$ cat src/uniform_graph_random_walk_macros.svh
// Assertion macros for the uniform graph random walk block.
`ifndef UNIFORM_GRAPH_RANDOM_WALK_MACROS_SVH
`define UNIFORM_GRAPH_RANDOM_WALK_MACROS_SVH

// Same-cycle implication, disabled while in reset.
`define UGRW_ASSERT_IMPL(label, clk, rst_n, ante, cons, msg) \
    label: assert property (@(posedge clk) disable iff (!rst_n) (ante) |-> (cons)) \
        else $error(msg);

// Next-cycle implication, disabled while in reset.
`define UGRW_ASSERT_NEXT(label, clk, rst_n, ante, cons, msg) \
    label: assert property (@(posedge clk) disable iff (!rst_n) (ante) |=> (cons)) \
        else $error(msg);

`endif

$ cat src/ugrw_pkg.sv
// Shared types and constants of the uniform graph random walk block.
package ugrw_pkg;

    localparam int DEG_W      = 13;
    localparam int NODE_W     = 10;
    localparam int EIDX_W     = 12;
    localparam int STEP_W     = 6;
    localparam int OP_W       = 2;
    localparam int NCNT_W     = 11;
    localparam int CFG_IDX_W  = 2;
    localparam int CFG_DATA_W = 32;
    localparam int LFSR_W     = 32;
    localparam int FRAC_W     = 16;
    localparam int PROD_W     = FRAC_W + DEG_W;

    localparam logic [DEG_W-1:0]  DEG_MAX    = 13'd8191;
    localparam logic [LFSR_W-1:0] LFSR_MASK  = 32'h8020_0003;
    localparam logic [LFSR_W-1:0] LFSR_RESET = 32'd1;

    localparam logic [STEP_W-1:0] WALK_STEPS_RESET  = 6'd4;
    localparam logic [NCNT_W-1:0] NODE_COUNT_RESET  = 11'd1024;
    localparam logic [LFSR_W-1:0] RANDOM_SEED_RESET = 32'd1;

    localparam logic [CFG_IDX_W-1:0] CFG_WALK_STEPS  = 2'd0;
    localparam logic [CFG_IDX_W-1:0] CFG_NODE_COUNT  = 2'd1;
    localparam logic [CFG_IDX_W-1:0] CFG_RANDOM_SEED = 2'd2;

    typedef enum logic [OP_W-1:0] {
        OP_CLEAR    = 2'd0,
        OP_LOAD     = 2'd1,
        OP_FINALIZE = 2'd2,
        OP_WALK     = 2'd3
    } op_t;

    typedef enum logic [3:0] {
        ST_CLR,
        ST_IDLE,
        ST_LD_RD,
        ST_LD_WR,
        ST_FIN_RD,
        ST_FIN_WR,
        ST_W_START,
        ST_W_RD,
        ST_W_CHK,
        ST_W_DRAW,
        ST_W_MUL,
        ST_W_ADDR,
        ST_W_TGT,
        ST_W_DEAD
    } state_t;

    typedef struct packed {
        logic load;
        logic advance;
    } lfsr_ctrl_t;

endpackage

$ cat src/ugrw_lfsr.sv
// Galois LFSR, eight right shifts per advance, seed load with lock-up guard.
module ugrw_lfsr
    import ugrw_pkg::*;
(
    input  logic              clk,
    input  logic              rst_n,
    input  lfsr_ctrl_t        ctrl,
    input  logic [LFSR_W-1:0] seed,
    output logic [FRAC_W-1:0] frac
);

    logic [LFSR_W-1:0] lfsr_reg;
    logic [LFSR_W-1:0] lfsr_next;
    logic [LFSR_W-1:0] shifted;

    function automatic logic [LFSR_W-1:0] shift8(input logic [LFSR_W-1:0] v);
        logic [LFSR_W-1:0] s;
        s = v;
        for (int k = 0; k < 8; k++)
        begin
            s = s[0] ? ((s >> 1) ^ LFSR_MASK) : (s >> 1);
        end
        return s;
    endfunction

    assign shifted = shift8(lfsr_reg);

    always_comb
    begin
        lfsr_next = lfsr_reg;
        if (ctrl.load)
        begin
            lfsr_next = (seed == '0) ? LFSR_RESET : seed;
        end
        else if (ctrl.advance)
        begin
            lfsr_next = shifted;
        end
    end

    always_ff @(posedge clk or negedge rst_n)
    begin
        if (!rst_n)
        begin
            lfsr_reg <= LFSR_RESET;
        end
        else
        begin
            lfsr_reg <= lfsr_next;
        end
    end

    assign frac = lfsr_reg[LFSR_W-1:LFSR_W-FRAC_W];

endmodule
$ cat config.mk
export PLATFORM = sky130hd
export DESIGN_NAME = ugrw_lfsr
export DESIGN_NICKNAME = d
export VERILOG_FILES = /design/src/uniform_graph_random_walk_macros.svh /design/src/ugrw_pkg.sv /design/src/ugrw_lfsr.sv
export SDC_FILE = /design/constraint.sdc
export NUM_CORES = 1
export LEC_CHECK = 0
export BUFFER_PORTS_ARGS = -buffer_cell sky130_fd_sc_hd__buf_2
export CAP_MARGIN = 15
export CORE_MARGIN = 5
export CORE_UTILIZATION = 58
export CTS_BUF_LIST = sky130_fd_sc_hd__clkbuf_8
export DETAILED_ROUTE_END_ITERATION = 12
export PLACE_DENSITY = 0.87
export SYNTH_ARGS = -nofsm -noshare
export SYNTH_HDL_FRONTEND = slang
export SYNTH_SLANG_ARGS = --single-unit
$ cat constraint.sdc
create_clock -name clk -period 5 [get_ports clk]
set_clock_uncertainty 0.15 [all_clocks]
set_input_delay 0.25 -clock clk [delete_from_list [all_inputs] [get_ports clk]]
set_output_delay 0.25 -clock clk [all_outputs]
set_load 0.005 [all_outputs]
==> results.py <==
metrics = {
    "yosys": {
        "ys_async_sr_fraction_pct": 100,
        "post_synth_num_cell_types": 27,
        "syn_nets": 233,
        "seq_area_frac_synth_pct": 41.4,
        "synth_area_leaders": "dfrtp_1, mux2i_1, o21ai_0",
        "synth_edf_count": 0,
        "synth_commonest_cells": "o21ai_0, dfrtp_1, nand2_1",
        "yosysTopAreaCellShare_pct": 40.1,
        "ys_ff_latch": 32,
        "post_synth.cell_area_avg_um2": 9.83,
        "yosysWarnings": 0,
        "syn_inst": 197,
        "synth.most_common_cell": "o21ai_0",
        "yosys.area.top_type": "dfrtp_1",
        "ys.flop_type": "dfrtp_1",
        "syn_area_mm2": 0.00194,
    },
    "detailed_routing": {
        "viasPerCell": 5.34,
        "drtIter0Drc": 122,
        "drt-total-wl_um": 4270,
        "drc": 0,
        "ant_nets": 0,
        "vias": 1464,
        "firstDrtPassIters": 4,
        "wire_per_inst_um": 15.6,
    },
    "min_path": {
        "hold_depth": 3,
        "hold_class": "in2reg",
        "hp-start": "seed[5]",
        "min_to": "lfsr_reg[5]",
    },
    "pwr": {
        "ir_drop_v": 0.000200,
        "power_density_mw_per_mm2": 475,
        "total_power_uw": 1050,
        "p_leak_uw": 0.00104,
    },
    "sta": {
        "layout_min_cycle_time_ns": 2.23,
        "setup_viol": 0,
        "hold_viol": 0,
        "worstMarginPinSlew_ns": 0.965,
        "max_freq_mhz": 449,
        "relSlewSlack_pct": 35.6,
        "finalCritPeriodShare_pct": 44.6,
        "rsz0062_at_grt": "false",
        "final_max_slew_viol_count": 0,
        "fin_setup_tns_ns": 0,
    },
    "clock_network": {
        "cts_root_buf": "clkbuf_8",
        "cts_tree": "done",
        "htree_levels": 2,
        "cts_buffers": 5,
        "clock-sinks": 32,
        "post_cts_buffers": 0,
        "clock_path_buffers": 2,
        "clk_pin_slew_ns": 0.07,
        "clock_latency_ns": 0.28,
    },
    "layout": {
        "antenna-diode-count": 0,
        "largest_reg_flops": 32,
        "finalNetCount": 263,
        "drive_gt1_share_pct": 29.4,
        "fin_cells": 274,
        "syn_to_final_growth_pct": 14.0,
    },
    "place": {
        "io_buffers": 51,
        "dp_cells": 265,
        "gp_congestion": 0.857,
        "dp_hpwl_um": 3080,
    },
    "die": {
        "die_y_um": 67.8,
        "dieArea_mm2": 0.00459,
        "core_area_mm2": 0.00328,
        "die_w_um": 67.8,
        "initial_utilization_pct": 59.0,
        "rows": 21,
        "ioPinCount": 52,
    },
    "setup_path": {
        "r2r_end": "lfsr_reg[30]",
        "rrSetupSlack_ns": 2.77,
        "end_kind": "flop",
        "arrival_ns": 2.24,
        "crit_fanout": 5,
        "startpoint_type": "flop",
        "r2r_cells": 5,
        "worstReg2RegStart": "lfsr_reg[0]",
        "cp.required_ns": 5.01,
        "path_class": "reg2reg",
    },
    "global_route": {
        "grt_pass1_vias": 1410,
        "grt_pass1_wl_um": 6610,
        "grt_usage_pct": 19.8,
        "grt_max_degree": 67,
        "antenna_found_initial": 0,
        "grt_overflow": 0,
    },
    "flow_run": {
        "max_cap_viol_count": 0,
    },
    "status": {
        "outcome": "complete, no violations",
    },
}
==> report_power, final <==
part | switching (uW) | internal, uW
clock | 92.0 | 176
sequential | 56.8 | 317
combinational | 189 | 219
total | 338 | 712
==> routing by layer <==
layer / part of all wire (%) / up-vias / track usage (%)
li1: - / 724 / -
met1: 44 / 687 / 25.4
met2: 48 / 43 / 32.4
met3: 6.3 / 10 / 4.99
met4: 1.9 / 0 / 7.20
met5: 0 / - / 0
==> cells in the final DEF, fill, tap and decap left out, types with 2 or more instances in the layout <==
cell type	synthesis	layout
nand3_1	2	2
mux2i_1	25	25
mux2_2	3	3
clkbuf_8	0	7
nand4_1	2	2
nor2_1	4	4
dfrtp_1	31	31
nand3b_1	2	2
xor2_1	2	2
nor4_1	8	8
xnor2_1	13	13
nand2_1	31	31
xnor2_4	2	2
buf_2	2	51
o21ai_0	32	32
o211ai_1	2	2
==> worst max-delay path, stage by stage, from the launching register on <==
cell and delay (ns):
dfstp_2 0.60, xnor2_2 0.19, xnor3_2 0.49, xnor2_1 0.16
mux2_2 0.26, mux2_2 0.25
==> cell families after synthesis <==
logic type	count (synthesis)	synth area share, %
AOI/OAI and AO/OA	37	9.95
xor gates and xnor gates	20	12.9
buffers and inverters	30	9.43
DFF	32	41.4
muxes	28	14.7
and+or+nand+nor	50	11.7
==> area by class of cell <==
| cell class | count | area (um2) |
|---|---|---|
| tap | 46 | 57.6 |
| clock buffer | 7 | 96.3 |
| clock inverter | 1 | 30.0 |
| sequential | 32 | 802 |
| timing repair buffer | 52 | 265 |
| multi-input combinational | 135 | 952 |
| inverter | 1 | 3.75 |
| fill | 272 | 1080 |
==> through the flow <==
| stage | cell area, um2 | hold WS (ns) | setup WS [ns] | util (%) |
|---|---|---|---|---|
| final | 2210 | 0.0302 | 2.77 | 67.2 |
| after floorplan | 1940 | -0.196 | 2.84 | - |
| after detailed placement | 2070 | 0.177 | 2.79 | 63.0 |
| after global routing | 2210 | 0.0351 | 2.71 | 67.2 |
| after global placement | 2070 | 0.177 | 2.84 | 63.0 |
| after CTS | 2210 | 0.0272 | 2.77 | 67.2 |
==> worst max-delay path by stage <==
stage	start	slack, ns	end
floorplan	lfsr_reg[0]	2.84	lfsr_reg[30]
global placement	lfsr_reg[0]	2.84	lfsr_reg[30]
detailed placement	lfsr_reg[0]	2.79	lfsr_reg[30]
CTS	lfsr_reg[0]	2.77	lfsr_reg[30]
global route	lfsr_reg[0]	2.71	lfsr_reg[30]
finish	lfsr_reg[0]	2.77	lfsr_reg[30]
==> what timing repair did <==
action	in CTS	in global routing
gates resized for setup	0	0
hold buffers	1	0
endpoints found under the hold margin	31	0
No activity file was read; power rests on OpenSTA's default activity.
